<file path="config.mk">
export PLATFORM = sky130hd
export DESIGN_NAME = masked_and_set_bit_lister
export DESIGN_NICKNAME = d
export VERILOG_FILES = /design/src/sv/mabl_pkg.sv /design/src/sv/mabl_ctrl.sv /design/src/sv/mabl_dp.sv /design/src/sv/masked_and_set_bit_lister.sv
export SDC_FILE = /design/constraint.sdc
export NUM_CORES = 1
export LEC_CHECK = 0
export ABC_AREA = 1
export CAP_MARGIN = 20
export CORE_MARGIN = 8
export CORE_UTILIZATION = 50
export DETAILED_ROUTE_END_ITERATION = 10
export DONT_BUFFER_PORTS = 1
export HOLD_SLACK_MARGIN = 0.05
export MAX_ROUTING_LAYER = met4
export PLACE_DENSITY = 0.65
export SLEW_MARGIN = 20
export SYNTH_ARGS = -nofsm -noshare
export SYNTH_HDL_FRONTEND = slang
export SYNTH_HIERARCHICAL = 1
export SYNTH_SLANG_ARGS = --single-unit
</file>
<file path="constraint.sdc">
create_clock -name clk -period 4 [get_ports clk]
set_input_delay 1.2 -clock clk [delete_from_list [all_inputs] [get_ports clk]]
set_output_delay 1.2 -clock clk [all_outputs]
set_load 0.01 [all_outputs]
</file>
<file path="src/sv/mabl_pkg.sv">
// Shared types and constants for the masked AND set-bit lister.
package mabl_pkg;

  localparam int WORD_BITS = 64;
  localparam int WORD_LOG2 = 6;
  localparam int LIMIT_W = 11;
  localparam int POS_W = 5;
  localparam int COUNT_W = 11;
  localparam int OUT_W = 10;

  localparam logic [LIMIT_W-1:0] MAX_VERTICES = 11'd1024;
  localparam logic [POS_W-1:0] POS_MAX = 5'd31;
  localparam logic [COUNT_W-1:0] COUNT_MAX = 11'd2047;

  typedef enum logic {
    ST_IDLE,
    ST_RUN
  } state_t;

  // Commands from the controller to the datapath.
  typedef struct packed {
    logic load;
    logic emit;
  } cmd_t;

  // Status from the datapath to the controller.
  typedef struct packed {
    logic word_nz;
    logic last_bit;
    logic out_free;
  } sts_t;

endpackage

</file>
<file path="src/sv/mabl_ctrl.sv">
// Controller state machine for the masked AND set-bit lister.
module mabl_ctrl
  import mabl_pkg::*;
(
  input  logic clk,
  input  logic rst_n,
  input  logic in_valid,
  input  sts_t sts,
  output logic in_stall,
  output cmd_t cmd
);

  state_t state_r;
  state_t state_nxt;

  always_comb begin
    state_nxt = state_r;
    unique case (state_r)
      ST_IDLE: begin
        if (in_valid && sts.word_nz) begin
          state_nxt = ST_RUN;
        end
      end
      ST_RUN: begin
        if (sts.out_free && sts.last_bit) begin
          state_nxt = ST_IDLE;
        end
      end
      default: state_nxt = ST_IDLE;
    endcase
  end

  always_comb begin
    in_stall = 1'b1;
    cmd = '0;
    unique case (state_r)
      ST_IDLE: begin
        in_stall = 1'b0;
        cmd.load = in_valid;
      end
      ST_RUN: begin
        cmd.emit = sts.out_free;
      end
      default: begin
        in_stall = 1'b1;
      end
    endcase
  end

  always_ff @(posedge clk) begin
    if (!rst_n) begin
      state_r <= ST_IDLE;
    end else begin
      state_r <= state_nxt;
    end
  end

endmodule

</file>
<file path="src/sv/mabl_dp.sv">
// Datapath: limit register, word masking, lowest-bit extraction and result register.
module mabl_dp
  import mabl_pkg::*;
(
  input  logic                 clk,
  input  logic                 rst_n,
  input  cmd_t                 cmd,
  output sts_t                 sts,
  input  logic                 cfg_wr_en,
  input  logic [LIMIT_W-1:0]   cfg_wr_data,
  input  logic                 in_first_word,
  input  logic [WORD_BITS-1:0] in_word_a,
  input  logic [WORD_BITS-1:0] in_word_b,
  input  logic                 out_stall,
  output logic                 out_valid,
  output logic [OUT_W-1:0]     out_vertex,
  output logic [OUT_W-1:0]     out_slot,
  output logic                 out_last_of_word
);

  logic [LIMIT_W-1:0]   limit_r, limit_nxt;
  logic [POS_W-1:0]     pos_r, pos_nxt;
  logic [POS_W-1:0]     cur_pos_r, cur_pos_nxt;
  logic [COUNT_W-1:0]   cnt_r, cnt_nxt;
  logic [WORD_BITS-1:0] rem_r, rem_nxt;
  logic                 out_valid_r, out_valid_nxt;
  logic [OUT_W-1:0]     out_vertex_r, out_vertex_nxt;
  logic [OUT_W-1:0]     out_slot_r, out_slot_nxt;
  logic                 out_last_r, out_last_nxt;

  logic [LIMIT_W-1:0]   lim;
  logic [POS_W-1:0]     limit_word;
  logic [WORD_LOG2-1:0] limit_bit;
  logic [POS_W-1:0]     pos_eff;
  logic [WORD_BITS-1:0] masked;
  logic [WORD_BITS-1:0] iso;
  logic [WORD_BITS-1:0] rem_clr;
  logic [WORD_LOG2-1:0] bit_idx;

  // Limits above the vertex range act as the range itself.
  always_comb begin
    lim = (limit_r > MAX_VERTICES) ? MAX_VERTICES : limit_r;
    limit_word = lim[LIMIT_W-1:WORD_LOG2];
    limit_bit = lim[WORD_LOG2-1:0];
    pos_eff = in_first_word ? '0 : pos_r;
  end

  // The word holding the limit keeps only the bits below it; later words give nothing.
  always_comb begin
    if (pos_eff < limit_word) begin
      masked = in_word_a & in_word_b;
    end else if (pos_eff == limit_word) begin
      masked = in_word_a & in_word_b & ~({WORD_BITS{1'b1}} << limit_bit);
    end else begin
      masked = '0;
    end
  end

  // Isolate the lowest set bit with a two's complement and encode its position.
  always_comb begin
    iso = rem_r & (~rem_r + {{(WORD_BITS-1){1'b0}}, 1'b1});
    rem_clr = rem_r & ~iso;
    bit_idx = '0;
    for (int i = 0; i < WORD_BITS; i++) begin
      if (iso[i]) begin
        bit_idx = bit_idx | WORD_LOG2'(i);
      end
    end
  end

  assign sts.word_nz = (masked != '0);
  assign sts.last_bit = (rem_clr == '0);
  assign sts.out_free = !out_valid_r || !out_stall;

  always_comb begin
    limit_nxt = cfg_wr_en ? cfg_wr_data : limit_r;
    pos_nxt = pos_r;
    cur_pos_nxt = cur_pos_r;
    cnt_nxt = cnt_r;
    rem_nxt = rem_r;
    out_valid_nxt = out_valid_r && out_stall;
    out_vertex_nxt = out_vertex_r;
    out_slot_nxt = out_slot_r;
    out_last_nxt = out_last_r;
    if (cmd.load) begin
      rem_nxt = masked;
      cur_pos_nxt = pos_eff;
      pos_nxt = (pos_eff == POS_MAX) ? pos_eff : pos_eff + 1'b1;
      if (in_first_word) begin
        cnt_nxt = '0;
      end
    end
    if (cmd.emit) begin
      rem_nxt = rem_clr;
      out_valid_nxt = 1'b1;
      out_vertex_nxt = {cur_pos_r[OUT_W-WORD_LOG2-1:0], bit_idx};
      out_slot_nxt = cnt_r[OUT_W-1:0];
      out_last_nxt = (rem_clr == '0);
      cnt_nxt = (cnt_r == COUNT_MAX) ? cnt_r : cnt_r + 1'b1;
    end
  end

  always_ff @(posedge clk) begin
    if (!rst_n) begin
      limit_r <= '0;
      pos_r <= '0;
      cnt_r <= '0;
      rem_r <= '0;
      out_valid_r <= 1'b0;
    end else begin
      limit_r <= limit_nxt;
      pos_r <= pos_nxt;
      cnt_r <= cnt_nxt;
      rem_r <= rem_nxt;
      out_valid_r <= out_valid_nxt;
    end
  end

  always_ff @(posedge clk) begin
    cur_pos_r <= cur_pos_nxt;
    out_vertex_r <= out_vertex_nxt;
    out_slot_r <= out_slot_nxt;
    out_last_r <= out_last_nxt;
  end

  assign out_valid = out_valid_r;
  assign out_vertex = out_vertex_r;
  assign out_slot = out_slot_r;
  assign out_last_of_word = out_last_r;

`ifndef SYNTHESIS
  a_emit_has_bits: assert property (@(posedge clk) disable iff (!rst_n)
    cmd.emit |-> rem_r != '0)
    else $error("emit with no bits left in the word");

  a_load_when_drained: assert property (@(posedge clk) disable iff (!rst_n)
    cmd.load |-> rem_r == '0)
    else $error("new word loaded before the previous one drained");

  a_last_mark: assert property (@(posedge clk) disable iff (!rst_n)
    cmd.emit && (rem_clr == '0) |=> out_last_r && out_valid_r && (rem_r == '0))
    else $error("final bit of a word not marked as last");
`endif

endmodule

</file>
<file path="src/sv/masked_and_set_bit_lister.sv">
// Top level of the masked AND set-bit lister.
//
//   channel | direction | ports                                        | handshake
//   --------+-----------+----------------------------------------------+-------------------
//   in      | in        | in_first_word, in_word_a, in_word_b          | in_valid/in_stall
//   out     | out       | out_vertex, out_slot, out_last_of_word       | out_valid/out_stall
//   cfg     | in        | cfg_wr_data (vertex limit)                   | cfg_wr_en
//
// A word pair is accepted first; then each set bit that survives the mask is emitted by
// the single lowest-bit extractor, one index per cycle while the output is not stalled.
// A word with no surviving bits is done in its accept cycle.
// Reset is synchronous and active low; it clears the limit, word position and count.
// A stall on the output holds the result register and pauses extraction; the next
// word is accepted while the last beat of the previous one still waits.
module masked_and_set_bit_lister
  import mabl_pkg::*;
(
  input  logic                 clk,
  input  logic                 rst_n,
  input  logic                 cfg_wr_en,
  input  logic [LIMIT_W-1:0]   cfg_wr_data,
  input  logic                 in_valid,
  output logic                 in_stall,
  input  logic                 in_first_word,
  input  logic [WORD_BITS-1:0] in_word_a,
  input  logic [WORD_BITS-1:0] in_word_b,
  output logic                 out_valid,
  input  logic                 out_stall,
  output logic [OUT_W-1:0]     out_vertex,
  output logic [OUT_W-1:0]     out_slot,
  output logic                 out_last_of_word
);

  cmd_t cmd;
  sts_t sts;

  mabl_ctrl u_ctrl (
    .clk      (clk),
    .rst_n    (rst_n),
    .in_valid (in_valid),
    .sts      (sts),
    .in_stall (in_stall),
    .cmd      (cmd)
  );

  mabl_dp u_dp (
    .clk              (clk),
    .rst_n            (rst_n),
    .cmd              (cmd),
    .sts              (sts),
    .cfg_wr_en        (cfg_wr_en),
    .cfg_wr_data      (cfg_wr_data),
    .in_first_word    (in_first_word),
    .in_word_a        (in_word_a),
    .in_word_b        (in_word_b),
    .out_stall        (out_stall),
    .out_valid        (out_valid),
    .out_vertex       (out_vertex),
    .out_slot         (out_slot),
    .out_last_of_word (out_last_of_word)
  );

endmodule

</file>
==> reports/qor.yml, run 1 <==
outcome:
  status: "finished clean"
setup_path:
  ff2ff_setup_slack_ns: 0.52
  crit_chain: "nor2_4 > nand2_1 > o21bai_2 > nand2_1 > ha_1 > nand2_1 > nor2_1 > nand2_1 > nand3_2 > buf_4 > nand4_1 > o21ai_0 > nand2_1 > nor2_1 > nand2_1 > nor2_1 > nand4_1 > nand3_1 > a21oi_2"
  critPathMaxFanout: 18
  critPathArrivalTime_ns: 3.80
  cp.required_ns: 4.32
  worstSetupPathType: "reg -> reg"
  end_kind: "flop"
  cp.buffers_inverters: 1
  worst_path_max_delay_cell: "dfxtp_1"
  slowest_delay_ns: 0.44
  crit_family: "simple AND/OR/NAND/NOR gates"
  critical_path.startpoint_type: "flop"
  cpMostUsedCell: "nand2_1"
clocking:
  postCtsSetupBuffers: 0
  cts_buffers: 17
  cts_buffer_depth: 2
  tritoncts: "done"
  cts-hold-fix-buffers: 0
  cts_max_level: 4
  worstSkewPairLatency_ns: 0.43
  clock-root-buffer: "clkbuf_16"
  cts_sinks: 118
  ctsResizeCount: 0
  clk_pin_slew_ns: 0.06
synth:
  synthArstFlopShare_pct: 0
  synthTopCellsByArea: "dfxtp_1, nand2_1, edfxtp_1"
  synth_seq_cells: 118
  synth.yosys.warnings: 6
  synthTopCellsByCount: "nand2_1, nor2_1, inv_1"
  yosysMostFrequentCell: "nand2_1"
  ys_seq_area_share_pct: 30.07
  syn-cell-area_mm2: 0.008687
  yosysUniqueCellTypes: 53
  synth_area_per_cell_um2: 6.223
  syn_nets: 1548
  synth_top_area_share_pct: 21.43
  netlist_instances: 1396
  synth_top_cell_by_area: "dfxtp_1"
  synthFlopType: "dfxtp_1"
  synth_edf_count: 25
global_routing:
  gr-total-overflow: 0
  grt_pass1_vias: 9498
  grt_pass1_wl_um: 55330
  grt.total_usage_pct: 33.66
  antenna_found_initial: 1
  grt_max_degree: 67
run:
  cap_violations: 0
sta:
  slew_headroom_pct: 39.16
  finalSetupViolCount: 0
  fin_crit_sh_pct: 86.98
  fin_crit_ns: 3.479
  hold_viol_final: 0
  grt_setup_unrepaired: "no"
  fmaxAchievable_mhz: 287.4
  finalMaxSlewViolations: 0
  tns_ns: 0
  tightest_slew_ns: 0.9117
  worst_clock_skew_ns: 0.006635
detailed_routing:
  viasPerCell: 6.218
  drt_iter0_markers: 1477
  ant_nets: 0
  wl_per_cell_um: 22.14
  vias: 10120
  first_pass_iters: 6
  wl_um: 36020
  drc: 0
die:
  die_x_um: 147.8
  rows: 48
  die_h_um: 147.8
  io_pins: 168
  core_mm2: 0.01712
  die-area_mm2: 0.02185
  initial_core_util_pct: 50.75
hold_path:
  min_path_type: "reg -> reg"
placed_design:
  place_congestion: 1.043
  placed_cells: 1594
  dp_hpwl_um: 28630
  portBuffers: 0
cells_and_area:
  fin_nets: 1540
  drive_gt1_share_pct: 7.709
  area_delta_synth_final_pct: 9.708
  fin_cells: 1627
power:
  powerDensity_mw_per_mm2: 478.4
  leakagePower_uw: 0.004415
  ir_drop_v: 0.0003084
-- stage by stage --
stage / power (uW) / cell area, um^2 / hold slack, ns / util (%) / worst slack (ns)
detailed placement: 2905 / 8919 / 0.4063 / 52.11 / 0.2701
finish: 4559 / 9530 / 0.4217 / 55.68 / 0.5206
global placement: 2918 / 8919 / 0.4073 / 52.11 / 0.3073
global route: 4765 / 9530 / 0.4294 / 55.68 / 0.3039
floorplan: 2470 / 8687 / 0.4003 / - / 0.8484
CTS: 4514 / 9528 / 0.4205 / 55.67 / 0.6115
-- power breakdown --
group          internal (uW)  switching [uW]
clock                    947             666
sequential              1330             142
combinational            416            1050
total                   2700            1860
-- path summary, 6_finish.rpt --
| path | from | to | cells after the start |
|---|---|---|---|
| worst min-delay path | u_dp/cur_pos_r[1] | u_dp/out_vertex[7] | 0 |
| worst max-delay path | u_dp/limit_r[1] | u_ctrl/state_r | 19 |
| worst min register to register | u_dp/cur_pos_r[1] | u_dp/out_vertex[7] | 0 |
| worst max register to register | u_dp/limit_r[1] | u_ctrl/state_r | 19 |
-- final cells by class --
type                            instances  area, um^2
Clock inverter                         15       183.9
Tap cell                              225       281.5
Sequential cell                       118        2613
Clock buffer                           17       425.4
Inverter                              153       578.1
Timing Repair Buffer                   13       110.1
Fill cell                            1761        7586
Multi-Input combinational cell       1085        5336
Antenna cell                            1       2.502
-- flip-flops by register name, summed over array words and instances, names as in the netlist, 4 cells and up --
| register | flops |
|---|---|
| u_dp/rem_r | 64 |
| u_dp/pos_r | 5 |
| u_dp/limit_r | 11 |
| u_dp/cnt_r | 11 |
| u_dp/out_slot | 10 |
| u_dp/cur_pos_r | 4 |
| u_dp/out_vertex | 10 |
-- cell usage in the layout, fill, tap and decap left out, types with 20 or more instances in the layout --
| cell type | synthesis | final |
|---|---|---|
| a221oi_1 | 39 | 39 |
| nand3_1 | 110 | 110 |
| nor3_1 | 20 | 20 |
| a21oi_1 | 61 | 61 |
| o21ai_0 | 95 | 95 |
| nand4_1 | 50 | 50 |
| edfxtp_1 | 25 | 25 |
| nand2_1 | 392 | 392 |
| nor2_1 | 194 | 192 |
| inv_1 | 145 | 145 |
| dfxtp_1 | 93 | 93 |
-- cells by family (layout without fill, tap and decap cells) --
| logic type | Yosys count | count (layout) | synth area share [%] |
|---|---|---|---|
| and+or+nand+nor | 839 | 839 | 43.57 |
| buffers and inverters | 193 | 198 | 8.613 |
| xor gates and xnor gates | 2 | 2 | 0.2017 |
| other | 0 | 1 | 0 |
| adders and majority gates | 7 | 7 | 1.008 |
| AOI/OAI and AO/OA | 237 | 237 | 16.53 |
| DFF | 118 | 118 | 30.07 |
-- routing by layer --
metal	part of all wire, %	track usage [%]	vias to the layer above
li1	-	-	4694
met1	43	44.50	4639
met2	43	49.77	685
met3	10	6.175	98
met4	3.9	13.87	0
met5	0	-	-
Note: power is estimated with default switching activity, not from simulation.
==> run 2, diff against run 1 <==
--- a/config.mk
+++ b/config.mk
@@ -11,10 +11,10 @@
 export CORE_UTILIZATION = 50
 export DETAILED_ROUTE_END_ITERATION = 10
 export DONT_BUFFER_PORTS = 1
+export GPL_TIMING_DRIVEN = 0
 export HOLD_SLACK_MARGIN = 0.05
 export MAX_ROUTING_LAYER = met4
 export PLACE_DENSITY = 0.65
-export SLEW_MARGIN = 20
 export SYNTH_ARGS = -nofsm -noshare
 export SYNTH_HDL_FRONTEND = slang
 export SYNTH_HIERARCHICAL = 1
==> reports/qor.yml, run 2 (synthesized netlist as in run 1, its figures left out) <==
hold_path:
  hp-start: "u_dp/cur_pos_r[2]"
  hold_depth: 0  # unchanged
  min_path_type: "reg -> reg"
  min_to: "u_dp/out_vertex[8]"
sta:
  tightest_slew_ns: 0.7267  # -0.1849 ns
  slew_headroom_pct: 51.04  # +12 points
  finalMaxSlewViolations: 0  # unchanged
  holdWs_ns: 0.4202  # -0.001480 ns
  fmaxAchievable_mhz: 266.6  # -7.2%
  hold_viol_final: 0  # unchanged
  fin_crit_sh_pct: 93.77  # +6.8 points
  worst_clock_skew_ns: 0.01459  # +0.007957 ns
  fin_crit_ns: 3.751  # +0.2716 ns
  tns_ns: 0  # unchanged
  grt_setup_unrepaired: "no"
  finalSetupViolCount: 0  # unchanged
global_routing:
  grt.total_usage_pct: 33.28  # -0.38 points
  gr-total-overflow: 0  # unchanged
  grt_pass1_vias: 9594  # +1.0%
  grt_pass1_wl_um: 54370  # -1.7%
  antenna_found_initial: 0  # -1
  grt_max_degree: 25  # -63%
cells_and_area:
  final_cell_mix: "nand2_1, nor2_1, inv_1, nand3_1, o21ai_0"
  area_delta_synth_final_pct: 10.63
  max_flop_register: "u_dp/rem_r"
  largest_reg_flops: 64  # unchanged
  antenna_cells: 0  # -1
  drive_gt1_share_pct: 7.278  # -0.43 points
  fin_nets: 1568  # +1.8%
  layout_commonest_cell: "nand2_1"
  top_regs: "u_dp/rem_r (64), u_dp/cnt_r (11), u_dp/limit_r (11)"
die:
  rows: 48  # unchanged
  core_mm2: 0.01712  # unchanged
  initial_core_util_pct: 50.75  # unchanged
  io_pins: 168  # unchanged
  die-area_mm2: 0.02185  # unchanged
  die_h_um: 147.8  # unchanged
  die_x_um: 147.8  # unchanged
setup_path:
  end_kind: "flop"
  worstSetupPathType: "reg -> reg"
  reg2reg_to: "u_ctrl/state_r"
  critPathMaxFanout: 10  # -8
  cp.required_ns: 4.33  # about the same
  timing.rr.start: "u_dp/limit_r[1]"
  ff2ff_setup_slack_ns: 0.25  # -0.27 ns
  critical_path.startpoint_type: "flop"
  worstRegToRegCells: 21  # +2
  critPathArrivalTime_ns: 4.08  # +0.28 ns
detailed_routing:
  m1WireLength_um: 15030  # -1.9%
  drc: 0  # unchanged
  ant_nets: 0  # unchanged
  wl_um: 36200  # +0.49%
  routed-wl-met2_um: 15760  # +1.3%
  wl_per_cell_um: 21.89  # -1.1%
  wl_met3_um: 4031  # +7.4%
  topRoutingLayerUsed: "met4"
  first_pass_iters: 9  # +3
  viasPerCell: 6.190  # -0.45%
  drt_iter0_markers: 1078  # -27%
  vias: 10240  # +1.2%
power:
  power.total_uw: 4573  # +0.31%
  ir_drop_v: 0.0003046  # -1.2%
  leakagePower_uw: 0.004436  # +0.48%
  powerDensity_mw_per_mm2: 475.9  # -0.53%
clocking:
  worstSkewPairLatency_ns: 0.43  # about the same
  cts_buffer_depth: 2  # unchanged
  cts-hold-fix-buffers: 0  # unchanged
  clock-root-buffer: "clkbuf_16"
  clk_pin_slew_ns: 0.06  # about the same
  cts_sinks: 118  # unchanged
  postCtsSetupBuffers: 0  # unchanged
  cts_max_level: 4  # unchanged
  cts_buffers: 17  # unchanged
  tritoncts: "done"
placed_design:
  portBuffers: 0  # unchanged
  dp_hpwl_um: 29340  # +2.5%
  place_congestion: 1.019  # -2.3%
outcome:
  status: "finished clean"
run:
  cap_violations: 0  # unchanged
run 2: cell types whose count changed in the layout (fill, tap and decap cells not counted), sizes merged:
cell,delta
clkbuf,+28
clkinv,-1
diode,-1
inv,+1
run 2: how the worst max path moves through the flow:
| stage | start | to | depth (start not counted) |
|---|---|---|---|
| after global routing | u_dp/limit_r[1] | u_ctrl/state_r | 21 |
| after CTS | u_dp/limit_r[1] | u_ctrl/state_r | 21 |
| final | u_dp/limit_r[1] | u_ctrl/state_r | 21 |
| after detailed placement | out_stall | u_dp/rem_r[3] | 9 |
| after global placement | out_stall | u_dp/rem_r[7] | 9 |
| after floorplan | in_first_word | u_ctrl/state_r | 18 |
run 2: report_power, final:
| group | total (uW) | internal [uW] | switching, uW |
|---|---|---|---|
| sequential | 1460 | 1330 | 130 |
| combinational | 1510 | 419 | 1090 |
| clock | 1610 | 948 | 658 |
run 2: per-stage QoR:
step	instance area, um^2	util [%]	worst slack [ns]	instances
CTS	9578	55.96	0.2382	1653
floorplan	8687	-	0.8484	1396
detailed placement	8969	52.40	-0.09768	1621
global route	9610	56.15	0.02455	1654
finish	9610	56.15	0.2491	1654
global placement	8969	52.40	-0.04499	1621
run 2: layout make-up:
type	instances	area (um^2)
repair buffers	1	27.53
fillers	1778	7506
inverters	153	578.1
clock inverters	15	183.9
well taps	225	281.5
flip-flops and latches	118	2613
clock buffers	17	425.4
plain buffers	40	171.4
multi-input cells	1085	5330
run 2: timing repair:
| item | in CTS | in global routing |
|---|---|---|
| setup endpoints to repair | 0 | 1 |
| endpoints found under the hold margin | 0 | 0 |
| resized for setup | 0 | 4 |
run 2: routing by layer:
metal	GRT usage (%)	vias up
met5	-	-
met4	13.67	0
met3	7.612	88
met2	50.34	644
met1	42.17	4757
li1	-	4749
run 2: worst max-delay path, cell delays in order, from the launching register on:
cell and delay [ns]:
dfxtp_1 0.29, buf_2 0.18, nor2_4 0.15, nand2_1 0.12
o21bai_2 0.25, buf_4 0.22, nand2_1 0.06, ha_1 0.29
nand2_1 0.06, nor2_1 0.15, nand2_1 0.10, nand3_2 0.20
buf_2 0.26, nand4_1 0.25, o21ai_2 0.24, nand2_1 0.08
nor2_1 0.13, nand2_1 0.06, nor2_1 0.18, nand4_1 0.17
nand3_1 0.14, a21oi_2 0.05
